File: src/sv/ipv4hc_pkg.sv
// Shared types and constants for the IPv4 header parser and checksum checker.
// Used by ipv4hc_core and ipv4_header_parse_check_top; depends on nothing.
`default_nettype none

package ipv4hc_pkg;

	typedef enum logic [1:0] {
		KIND_HEADER       = 2'd0,
		KIND_PAYLOAD      = 2'd1,
		KIND_PAYLOAD_LAST = 2'd2
	} kind_t;

	localparam logic [3:0] MIN_HEADER_WORDS = 4'd5;
	localparam logic [15:0] SUM_ALL_ONES = 16'hFFFF;

	localparam logic [15:0] IDX_TOS      = 16'd1;
	localparam logic [15:0] IDX_LEN_HI   = 16'd2;
	localparam logic [15:0] IDX_LEN_LO   = 16'd3;
	localparam logic [15:0] IDX_ID_HI    = 16'd4;
	localparam logic [15:0] IDX_ID_LO    = 16'd5;
	localparam logic [15:0] IDX_FRAG_HI  = 16'd6;
	localparam logic [15:0] IDX_FRAG_LO  = 16'd7;
	localparam logic [15:0] IDX_TTL      = 16'd8;
	localparam logic [15:0] IDX_PROTO    = 16'd9;
	localparam logic [15:0] IDX_ADDR_LO  = 16'd12;
	localparam logic [15:0] IDX_ADDR_HI  = 16'd19;

	typedef struct packed {
		kind_t       kind;
		logic [3:0]  version;
		logic [3:0]  header_words;
		logic [7:0]  service_type;
		logic [15:0] total_length;
		logic [15:0] ident;
		logic [15:0] frag_field;
		logic [7:0]  time_to_live;
		logic [7:0]  protocol;
		logic [63:0] addresses;
		logic        checksum_ok;
		logic [7:0]  payload_byte;
	} result_t;

endpackage

`default_nettype wire

File: src/sv/ipv4_header_parse_check_top.sv
// Top level of the IPv4 header parser and checksum checker: input and result registers.
// Uses ipv4hc_pkg and ipv4hc_core.
`default_nettype none

// Takes an IPv4 datagram one byte per transfer and returns one header summary after
// the last header byte, then one result per payload byte up to the total length.
// A byte is accepted in every cycle unless the result side stalls; each byte is
// held in the input register and any result it yields is then captured in the
// result register, so throughput is one byte per cycle, limited only by the
// result side stalling. A header length below five words is treated as five, and
// start_flag forces a byte to begin a new datagram.
module ipv4_header_parse_check_top (
	input  wire logic        clk,
	input  wire logic        arst_n,
	input  wire logic        item_valid,
	output logic             item_stall,
	input  wire logic [7:0]  data_byte,
	input  wire logic        start_flag,
	output logic             result_valid,
	input  wire logic        result_stall,
	output logic [1:0]       kind,
	output logic [3:0]       version,
	output logic [3:0]       header_words,
	output logic [7:0]       service_type,
	output logic [15:0]      total_length,
	output logic [15:0]      ident,
	output logic [15:0]      frag_field,
	output logic [7:0]       time_to_live,
	output logic [7:0]       protocol,
	output logic [63:0]      addresses,
	output logic             checksum_ok,
	output logic [7:0]       payload_byte
);

	logic                valid_s1;
	logic [7:0]          byte_s1;
	logic                start_s1;
	logic                out_free;
	logic                fire;
	logic                emit;
	ipv4hc_pkg::result_t res;
	ipv4hc_pkg::result_t res_q;
	logic                res_valid_q;

	assign out_free = !res_valid_q || !result_stall;
	assign fire = valid_s1 && out_free;
	assign item_stall = valid_s1 && !out_free;

	always_ff @(posedge clk or negedge arst_n) begin
		if (!arst_n) begin
			valid_s1 <= 1'b0;
		end else if (!item_stall) begin
			valid_s1 <= item_valid;
		end
	end

	always_ff @(posedge clk) begin
		if (item_valid && !item_stall) begin
			byte_s1 <= data_byte;
			start_s1 <= start_flag;
		end
	end

	ipv4hc_core u_core (
		.clk        (clk),
		.arst_n     (arst_n),
		.fire       (fire),
		.data_byte  (byte_s1),
		.start_flag (start_s1),
		.emit       (emit),
		.res        (res)
	);

	always_ff @(posedge clk or negedge arst_n) begin
		if (!arst_n) begin
			res_valid_q <= 1'b0;
		end else if (out_free) begin
			res_valid_q <= fire && emit;
		end
	end

	always_ff @(posedge clk) begin
		if (fire && emit) begin
			res_q <= res;
		end
	end

	assign result_valid = res_valid_q;
	assign kind = res_q.kind;
	assign version = res_q.version;
	assign header_words = res_q.header_words;
	assign service_type = res_q.service_type;
	assign total_length = res_q.total_length;
	assign ident = res_q.ident;
	assign frag_field = res_q.frag_field;
	assign time_to_live = res_q.time_to_live;
	assign protocol = res_q.protocol;
	assign addresses = res_q.addresses;
	assign checksum_ok = res_q.checksum_ok;
	assign payload_byte = res_q.payload_byte;

endmodule

`default_nettype wire

File: src/sv/ipv4hc_core.sv
// Datagram state and per-byte parse logic: header capture, folded checksum, payload count.
// Uses ipv4hc_pkg; instantiated by ipv4_header_parse_check_top.
`default_nettype none

module ipv4hc_core (
	input  wire logic              clk,
	input  wire logic              arst_n,
	input  wire logic              fire,
	input  wire logic [7:0]        data_byte,
	input  wire logic              start_flag,
	output logic                   emit,
	output ipv4hc_pkg::result_t    res
);

	logic [15:0] byte_index_q;
	logic [15:0] sum_q;
	logic [7:0]  hold_q;
	logic [7:0]  first_q;
	logic [7:0]  tos_q;
	logic [15:0] length_q;
	logic [15:0] ident_q;
	logic [15:0] frag_q;
	logic [7:0]  ttl_q;
	logic [7:0]  proto_q;
	logic [63:0] addr_q;

	logic [15:0] idx;
	logic [7:0]  first_d;
	logic [3:0]  hwords;
	logic [5:0]  hbytes;
	logic        in_hdr;
	logic        hdr_end;
	logic [16:0] sum_raw;
	logic [15:0] sum_base;
	logic [15:0] sum_d;
	logic [7:0]  hold_d;
	logic [7:0]  tos_d;
	logic [15:0] length_d;
	logic [15:0] ident_d;
	logic [15:0] frag_d;
	logic [7:0]  ttl_d;
	logic [7:0]  proto_d;
	logic [63:0] addr_d;
	logic [16:0] idx_inc;
	logic        pay_last;
	logic [15:0] byte_index_d;

	always_comb begin
		idx = start_flag ? 16'd0 : byte_index_q;
		first_d = (idx == 16'd0) ? data_byte : first_q;
		hwords = (first_d[3:0] < ipv4hc_pkg::MIN_HEADER_WORDS) ?
			ipv4hc_pkg::MIN_HEADER_WORDS : first_d[3:0];
		hbytes = {hwords, 2'b00};
		in_hdr = idx < {10'd0, hbytes};
		hdr_end = in_hdr && (idx == {10'd0, hbytes - 6'd1});
		idx_inc = {1'b0, idx} + 17'd1;
		pay_last = idx_inc >= {1'b0, length_q};

		sum_base = (idx == 16'd0) ? 16'd0 : sum_q;
		sum_raw = {1'b0, sum_base} + {1'b0, hold_q, data_byte};
		sum_d = sum_base;
		hold_d = hold_q;
		if (in_hdr) begin
			if (idx[0]) begin
				sum_d = sum_raw[16] ? (sum_raw[15:0] + 16'd1) : sum_raw[15:0];
			end else begin
				hold_d = data_byte;
			end
		end

		tos_d = tos_q;
		length_d = length_q;
		ident_d = ident_q;
		frag_d = frag_q;
		ttl_d = ttl_q;
		proto_d = proto_q;
		addr_d = addr_q;
		if (in_hdr) begin
			case (idx)
				ipv4hc_pkg::IDX_TOS:     tos_d = data_byte;
				ipv4hc_pkg::IDX_LEN_HI:  length_d = {data_byte, length_q[7:0]};
				ipv4hc_pkg::IDX_LEN_LO:  length_d = {length_q[15:8], data_byte};
				ipv4hc_pkg::IDX_ID_HI:   ident_d = {data_byte, ident_q[7:0]};
				ipv4hc_pkg::IDX_ID_LO:   ident_d = {ident_q[15:8], data_byte};
				ipv4hc_pkg::IDX_FRAG_HI: frag_d = {data_byte, frag_q[7:0]};
				ipv4hc_pkg::IDX_FRAG_LO: frag_d = {frag_q[15:8], data_byte};
				ipv4hc_pkg::IDX_TTL:     ttl_d = data_byte;
				ipv4hc_pkg::IDX_PROTO:   proto_d = data_byte;
				default: begin
					if (idx >= ipv4hc_pkg::IDX_ADDR_LO && idx <= ipv4hc_pkg::IDX_ADDR_HI) begin
						addr_d = {addr_q[55:0], data_byte};
					end
				end
			endcase
		end

		if (in_hdr) begin
			if (hdr_end && !(length_d > {10'd0, hbytes})) begin
				byte_index_d = 16'd0;
			end else begin
				byte_index_d = idx_inc[15:0];
			end
		end else begin
			byte_index_d = pay_last ? 16'd0 : idx_inc[15:0];
		end
	end

	always_comb begin
		res = '0;
		emit = 1'b0;
		if (in_hdr) begin
			emit = hdr_end;
			res.kind = ipv4hc_pkg::KIND_HEADER;
			res.version = first_d[7:4];
			res.header_words = first_d[3:0];
			res.service_type = tos_d;
			res.total_length = length_d;
			res.ident = ident_d;
			res.frag_field = frag_d;
			res.time_to_live = ttl_d;
			res.protocol = proto_d;
			res.addresses = addr_d;
			res.checksum_ok = sum_d == ipv4hc_pkg::SUM_ALL_ONES;
		end else begin
			emit = 1'b1;
			res.kind = pay_last ? ipv4hc_pkg::KIND_PAYLOAD_LAST : ipv4hc_pkg::KIND_PAYLOAD;
			res.payload_byte = data_byte;
		end
	end

	always_ff @(posedge clk or negedge arst_n) begin
		if (!arst_n) begin
			byte_index_q <= '0;
			sum_q <= '0;
			hold_q <= '0;
			first_q <= '0;
			tos_q <= '0;
			length_q <= '0;
			ident_q <= '0;
			frag_q <= '0;
			ttl_q <= '0;
			proto_q <= '0;
			addr_q <= '0;
		end else if (fire) begin
			byte_index_q <= byte_index_d;
			sum_q <= sum_d;
			hold_q <= hold_d;
			first_q <= first_d;
			tos_q <= tos_d;
			length_q <= length_d;
			ident_q <= ident_d;
			frag_q <= frag_d;
			ttl_q <= ttl_d;
			proto_q <= proto_d;
			addr_q <= addr_d;
		end
	end

endmodule

`default_nettype wire
File: config.mk
export PLATFORM = sky130hd
export DESIGN_NAME = ipv4_header_parse_check_top
export DESIGN_NICKNAME = d
export VERILOG_FILES = /design/src/sv/ipv4hc_pkg.sv /design/src/sv/ipv4_header_parse_check_top.sv /design/src/sv/ipv4hc_core.sv
export SDC_FILE = /design/constraint.sdc
export NUM_CORES = 1
export LEC_CHECK = 0
export ABC_AREA = 1
export BUFFER_PORTS_ARGS = -buffer_cell sky130_fd_sc_hd__buf_4
export CORE_ASPECT_RATIO = 1.4
export CORE_MARGIN = 2
export CORE_UTILIZATION = 60
export CTS_CLUSTER_DIAMETER = 50
export DETAILED_ROUTE_END_ITERATION = 12
export GPL_TIMING_DRIVEN = 0
export PLACE_DENSITY_LB_ADDON = 0.05
export SLEW_MARGIN = 20
export SYNTH_ARGS = -nofsm -noshare
export SYNTH_HDL_FRONTEND = slang
export SYNTH_SLANG_ARGS = --single-unit
File: constraint.sdc
create_clock -name clk -period 7.47 [get_ports clk]
set_clock_uncertainty 0.05 [all_clocks]
set_input_delay 1.1205 -clock clk [delete_from_list [all_inputs] [get_ports clk]]
set_output_delay 1.1205 -clock clk [all_outputs]
set_load 0.05 [all_outputs]
==> results of run 1 <==
==> flip-flops by register name, indices dropped and copies added (netlist names), 8 cells and up <==
signal,count
addresses,64
u_core.addr_q,64
frag_field,16
ident,16
total_length,16
u_core.byte_index_q,16
u_core.frag_q,16
u_core.ident_q,16
u_core.length_q,16
u_core.sum_q,16
byte_s1,8
payload_byte,8
protocol,8
service_type,8
time_to_live,8
u_core.first_q,8
u_core.hold_q,8
u_core.proto_q,8
u_core.tos_q,8
u_core.ttl_q,8
==> stage by stage <==
stage	setup slack (ps)	setup TNS, ps	util [%]	total power [W]
after global placement	-1550	-239030	66.4	0.00514
after floorplan	566	0	-	0.00445
after detailed placement	1480	0	66.7	0.00520
final	1240	0	70.8	0.00706
after global routing	966	0	70.8	0.00747
after CTS	1370	0	70.8	0.00704
==> layout by cell type (no fill, tap or decap), drive strengths merged, types with 18 or more instances in the layout <==
| master | n |
|---|---|
| buf | 211 |
| o21ai | 189 |
| o22ai | 36 |
| ha | 46 |
| nand3 | 114 |
| o31ai | 20 |
| nand4 | 18 |
| edfxtp | 164 |
| nand2 | 643 |
| a21oi | 156 |
| dfrtp | 186 |
| inv | 238 |
| nor2 | 174 |
| clkbuf | 93 |
==> worst reg2reg max path, stage by stage, from the launching register on <==
cell	delay (ps)
edfxtp_1	600
inv_4	140
buf_6	190
nand2_2	120
ha_1	190
nand2_1	90
nor2_4	180
nand2_4	90
buf_6	170
nand2_1	60
nand2_1	100
inv_1	90
a21oi_1	40
o21ai_0	210
nand2_1	160
ha_1	300
inv_1	40
o21bai_1	110
nand3_1	120
nand3_2	230
clkbuf_1	600
clkbuf_1	520
o21ai_0	490
inv_8	480
buf_16	440
==> metal layers <==
metal  up-vias  wire (um)
met2       770      26500
met3       156       3760
li1       7496          -
met4         0       2510
met5         -          0
met1      7537      20000
==> cell type report <==
type                    instances  area share, %
inverters                     235           4.24
well taps                     385           2.29
repair buffers                172           6.45
clock inverters                22          0.999
multi-input cells            1463           33.9
plain buffers                  87           1.91
flip-flops and latches        350           45.5
clock buffers                  45           4.74
==> how the worst min path moves through the flow <==
stage                      startpoint  depth (start not counted)                 to  slack, ps
global route          u_core.sum_q[3]                          2    u_core.sum_q[3]        460
floorplan           u_core.first_q[4]                          2  u_core.first_q[4]        400
detailed placement    u_core.sum_q[4]                          2    u_core.sum_q[4]        420
CTS                   u_core.sum_q[4]                          2    u_core.sum_q[4]        440
finish              u_core.first_q[0]                          2  u_core.first_q[0]        440
global placement    u_core.first_q[4]                          2  u_core.first_q[4]        410
==> cell families (layout without fill, tap and decap cells) <==
| family | after synthesis | count (layout) | synth area share, % |
|---|---|---|---|
| buf+inv | 322 | 561 | 7.15 |
| simple gates | 974 | 974 | 22.8 |
| flops | 350 | 350 | 53.2 |
| compound gates | 427 | 427 | 12.8 |
| fa+ha+maj | 47 | 47 | 3.31 |
| xor+xnor | 15 | 15 | 0.730 |
==> power by group <==
part	total [W]	switching [W]	leakage, nW	internal (W)
clock network	0.00185	0.000784	0.586	0.00107
logic	0.00252	0.00175	5.07	0.000765
registers	0.00269	0.000222	3.88	0.00247
==> run_results.csv, run 1 <==
group,metric,value,unit
timing,maxSlewViolCount,0,
timing,rsz0062_at_grt,"no",
run_status,status,"completed",
finish,layout-drive-gt1-share,13.7,%
synth,synth_top_area_share,27.4,%
clocking,insertion_delay,540,ps
detailed_routing,dr.pass1.iters,6,
worst_setup_path,worstPathMaxFanout,101,
worst_setup_path,required,7590,ps
floorplanning,start_util,60.5,%
pwr,powerDensity,335,nW/um2
timing,tightestPinTransition,927,ps
place,io_buffers,169,
worst_setup_path,cp_top_family,"buffers and inverters",
detailed_routing,final_antenna_net_count,0,
synth,synth_cell_types,45,
worst_setup_path,crit_path_end_kind,"flip-flop",
global_route,grt_pass1_wl,82000,um
timing,finalHoldViolations,0,
detailed_routing,vias_per_cell,5.78,
synth,synth.net_count,2195,
detailed_routing,wire_per_inst,19.1,um
floorplanning,die_area,31400,um2
global_route,grt_pass1_vias,15333,
timing,max_slew_margin,37.5,%
clocking,postCtsHoldBufs,0,
worst_setup_path,ff2ff_setup_slack,1240,ps
finish,finalNetCount,2406,
synth,syn_area,18000,um2
global_route,antenna_found_initial,0,
pwr,vdd_drop_max,0.267,mV
floorplanning,coreArea,29700,um2
floorplanning,ios,170,
synth,synth.area.top_cells,"edfxtp_1 27%, dfrtp_1 26%, nand2_1 13%, inv_1 4.6%, a21oi_1 4.3%",
finish,fill_cells,2297,
clocking,cts_sinks,350,
synth,synth-seq-cells,350,
worst_setup_path,worstPathArrival,6350,ps
clocking,clockBufferDepth,3,
floorplanning,fp.dieH,209,um
worst_setup_path,timing.rr.start,"start_s1",
synth,async_flop_share,53.1,%
finish,stdcell_count,2759,
global_route,grt_start_max_net_pins,102,
detailed_routing,drc_errors,0,
global_route,grt-busiest-layer,"met2",
synth,synth-main-ff-cell,"dfrtp_1",
place,placed_cell_area,19800,um2
detailed_routing,vias,15959,
worst_setup_path,startpoint,"start_s1",
clocking,clkTransAtPathRegs,70,ps
worst_setup_path,crit_top_cell,"nand2_1",
clocking,cts-resized-gates,0,
synth,ys_warn_count,0,
worst_setup_path,r2r_end,"addresses[1]",
clocking,cts_tree,"done",
worst_setup_path,crit_path_top_delay_cell,"edfxtp_1",
run,cap_violations,0,
worst_setup_path,start_kind,"flip-flop",
synth,avgSynthCellArea,8.43,um2
global_route,grt_util_met3,4.30,%
clocking,cts_setup_buffers,0,
worst_setup_path,crit_path_cell_trace,"inv_4 -> buf_6 -> nand2_2 -> ha_1 -> nand2_1 -> nor2_4 -> nand2_4 -> buf_6 -> nand2_1 -> nand2_1 -> inv_1 -> a21oi_1 -> o21ai_0 -> nand2_1 -> ha_1 -> inv_1 -> o21bai_1 -> nand3_1 -> nand3_2 -> clkbuf_1 -> clkbuf_1 -> o21ai_0 -> inv_8 -> buf_16",
synth,synth_most_common_cell,"nand2_1",
place,gp_congestion,0.979,
global_route,overflow,0,
timing,setup_viol,0,
synth,synthCells,2135,
place,dp_cells,2692,
global_route,use_met2,57.3,%
worst_setup_path,endpoint,"addresses[1]",
timing,finalCriticalPeriod,6230,ps
synth,ys_seq_area_share,53.2,%
detailed_routing,wl,52800,um
detailed_routing,drt_iter0_markers,1297,
finish,multi_input_area,7130,um2
worst_setup_path,worst-path-buf-inv,9,
floorplanning,num_rows,75,
timing,max_freq,160,MHz
pwr,power_leakage,9.53,nW
clocking,cts_buffers,37,
finish,area.sequential,9580,um2
global_route,met1_usage,42.9,%
synth,synth_edf_count,164,
worst_setup_path,cp.depth,24,
finish,diodes,0,
worst_hold_path,min_path_type,"reg2reg",
synth,yosys.area.top_type,"edfxtp_1",
place,hpwl,39000,um
floorplanning,fp.dieW,150,um
global_route,grtUsageTotal,33.8,%
clocking,ctsHtreeMaxLevel,2,
worst_setup_path,max_stage_delay,600,ps
clocking,root_buffer,"clkbuf_16",
worst_setup_path,criticalPathCategory,"reg2reg",
synth,synth_common_cells,"629 x nand2_1, 221 x inv_1, 186 x dfrtp_1",
timing,min_period_over_period,83.4,%
finish,finish.instance_area,21100,um2
worst_setup_path,r2r_cells,24,
finish,syn2layout_area_growth,17.0,%
timing,worst_hold_slack,441,ps
Note: power is estimated with default switching activity, not from simulation.
==> run 2, diff against run 1 <==
Settings changed: CORE_UTILIZATION 60 to 54.
Clock period 7.47 ns to 5.1 ns, I/O delays scaled along.
==> run 2 against run 1 <==
Net effect:
- via count shrank 0.84%
- first-iteration DRC count shrank 7.2%
- sequential share of layout area shrank 1.2 points
- power grew 51%
- largest power group unchanged
==> run_results.csv, run 2 (synthesis results as in run 1) <==
group,metric,value,unit
run_status,status,"completed",
floorplanning,start_util,54.5,%
timing,maxSlewViolCount,0,
worst_setup_path,criticalPathCategory,"reg2reg",
worst_setup_path,start_kind,"flip-flop",
clocking,cts_tree,"done",
finish,finalNetCount,2426,
clocking,cts_buffers,36,
pwr,power_leakage,9.73,nW
global_route,grtUsageTotal,30.8,%
worst_setup_path,cp_top_family,"simple AND/OR/NAND/NOR gates",
finish,layout_commonest_cell,"nand2_1",
worst_setup_path,worstPathArrival,5230,ps
worst_setup_path,worst-path-buf-inv,7,
finish,diodes,0,
finish,syn2layout_area_growth,20.2,%
timing,max_slew_margin,38.0,%
timing,rsz0062_at_grt,"no",
detailed_routing,vias_per_cell,5.57,
worst_setup_path,required,5480,ps
finish,layout-drive-gt1-share,16.0,%
clocking,root_buffer,"clkbuf_16",
timing,finalHoldViolations,0,
worst_setup_path,ff2ff_setup_slack,240,ps
detailed_routing,vias,15825,
floorplanning,die_area,34800,um2
clocking,cts_sinks,350,
global_route,overflow,0,
timing,setup_viol,0,
clocking,ctsHtreeMaxLevel,2,
place,io_buffers,169,
timing,tightestPinTransition,930,ps
floorplanning,ios,170,
worst_setup_path,max_stage_delay,490,ps
pwr,fin_total_pwr,0.0107,W
floorplanning,num_rows,79,
run,cap_violations,0,
finish,fill_cells,2901,
floorplanning,fp.dieW,158,um
floorplanning,fp.dieH,220,um
worst_setup_path,crit_top_cell,"nand2_2",
place,gp_congestion,0.928,
worst_setup_path,crit_path_end_kind,"flip-flop",
detailed_routing,final_antenna_net_count,0,
finish,final_cell_mix,"623 x nand2_1, 219 x inv_1, 191 x buf_4",
detailed_routing,drc_errors,0,
timing,finalWorstSetupSlack,243,ps
pwr,vdd_drop_max,0.405,mV
global_route,grt_pass1_vias,14973,
worst_hold_path,min_path_type,"in2async",
floorplanning,coreArea,33000,um2
timing,min_period_over_period,95.2,%
timing,max_freq,206,MHz
worst_setup_path,crit_path_top_delay_cell,"edfxtp_1",
timing,worst_hold_slack,118,ps
worst_setup_path,worstPathMaxFanout,10,
pwr,powerDensity,492,nW/um2
place,dp_slack,-484,ps
timing,finalCriticalPeriod,4860,ps
detailed_routing,wl,53500,um
clocking,clockBufferDepth,3,
global_route,grt_start_max_net_pins,67,
detailed_routing,dr.pass1.iters,6,
global_route,antenna_found_initial,0,
global_route,grt_pass1_wl,82100,um
place,hpwl,39600,um
detailed_routing,wire_per_inst,18.9,um
clocking,clkTransAtPathRegs,70,ps
clocking,postCtsHoldBufs,0,
clocking,insertion_delay,540,ps
detailed_routing,drt_iter0_markers,1204,
-- run 2: changes by cell type in the layout (fill, tap and decap cells not counted), sizes merged --
cell and delta:
buf +19, clkinv -4, clkbuf +3, bufinv +2
inv -2, clkdlybuf4s15 +1, clkinvlp +1
-- run 2: path summary, 6_finish.rpt --
path                                        start                endpoint  cells past startpoint
min in group clk                     data_byte[3]              byte_s1[3]                      1
max in group asynchronous                  arst_n        u_core.hold_q[2]                      2
worst min register to register  u_core.first_q[6]       u_core.first_q[6]                      2
worst max-delay path                     start_s1  u_core.byte_index_q[2]                     34
worst max register to register           start_s1  u_core.byte_index_q[2]                     34
worst min-delay path                       arst_n        u_core.frag_q[1]                      1
-- run 2: stage by stage --
| step | util (%) | TNS [ps] | area, um2 | instances |
|---|---|---|---|---|
| 2_1_floorplan | - | -77110 | 18100 | 2135 |
| 3_3_place_gp | 60.3 | -323670 | 19900 | 2749 |
| 3_5_place_dp | 60.7 | -12540 | 20100 | 2755 |
| 4_1_cts | 65.0 | 0 | 21400 | 2828 |
| 5_1_grt | 65.5 | 0 | 21600 | 2839 |
| 6_report | 65.5 | 0 | 21600 | 2839 |
-- run 2: cell type report --
type | instances | area [um2] | area share [%]
flip-flops and latches | 350 | 9580 | 44.3
multi-input cells | 1463 | 7300 | 33.7
repair buffers | 192 | 1550 | 7.16
clock buffers | 49 | 1070 | 4.96
inverters | 235 | 888 | 4.11
well taps | 445 | 557 | 2.57
plain buffers | 86 | 448 | 2.07
clock inverters | 17 | 230 | 1.06
repair inverters | 2 | 12.5 | 0.0578
-- run 2: repair_timing --
item                                    4_1_cts  5_1_grt
setup buffers                                 7       10
gates resized for setup                       9       26
endpoints found under the setup margin      100       76
gates cloned                                  0        2
pin swaps                                     4        6
-- run 2: routing by layer --
layer | wire length (um) | global-route usage (%) | vias to the layer above
li1 | - | - | 7530
met1 | 20900 | 38.5 | 7527
met2 | 27200 | 54.4 | 616
met3 | 3330 | 4.13 | 152
met4 | 2110 | 11.2 | 0
met5 | 0 | 0 | -
-- run 2: where the power goes --
part           internal (W)  leakage [nW]  switching [W]
Clock               0.00174         0.638        0.00114
Combinational       0.00120          5.21        0.00263
Sequential          0.00362          3.88       0.000323
-- run 2: worst reg2reg max path: cells and delay by family, from the launching register on --
| kind | cells | cell delay (ps) |
|---|---|---|
| flops | 1 | 490 |
| compound gates | 5 | 700 |
| fa+ha+maj | 3 | 660 |
| simple gates | 19 | 2020 |
| buf+inv | 7 | 830 |
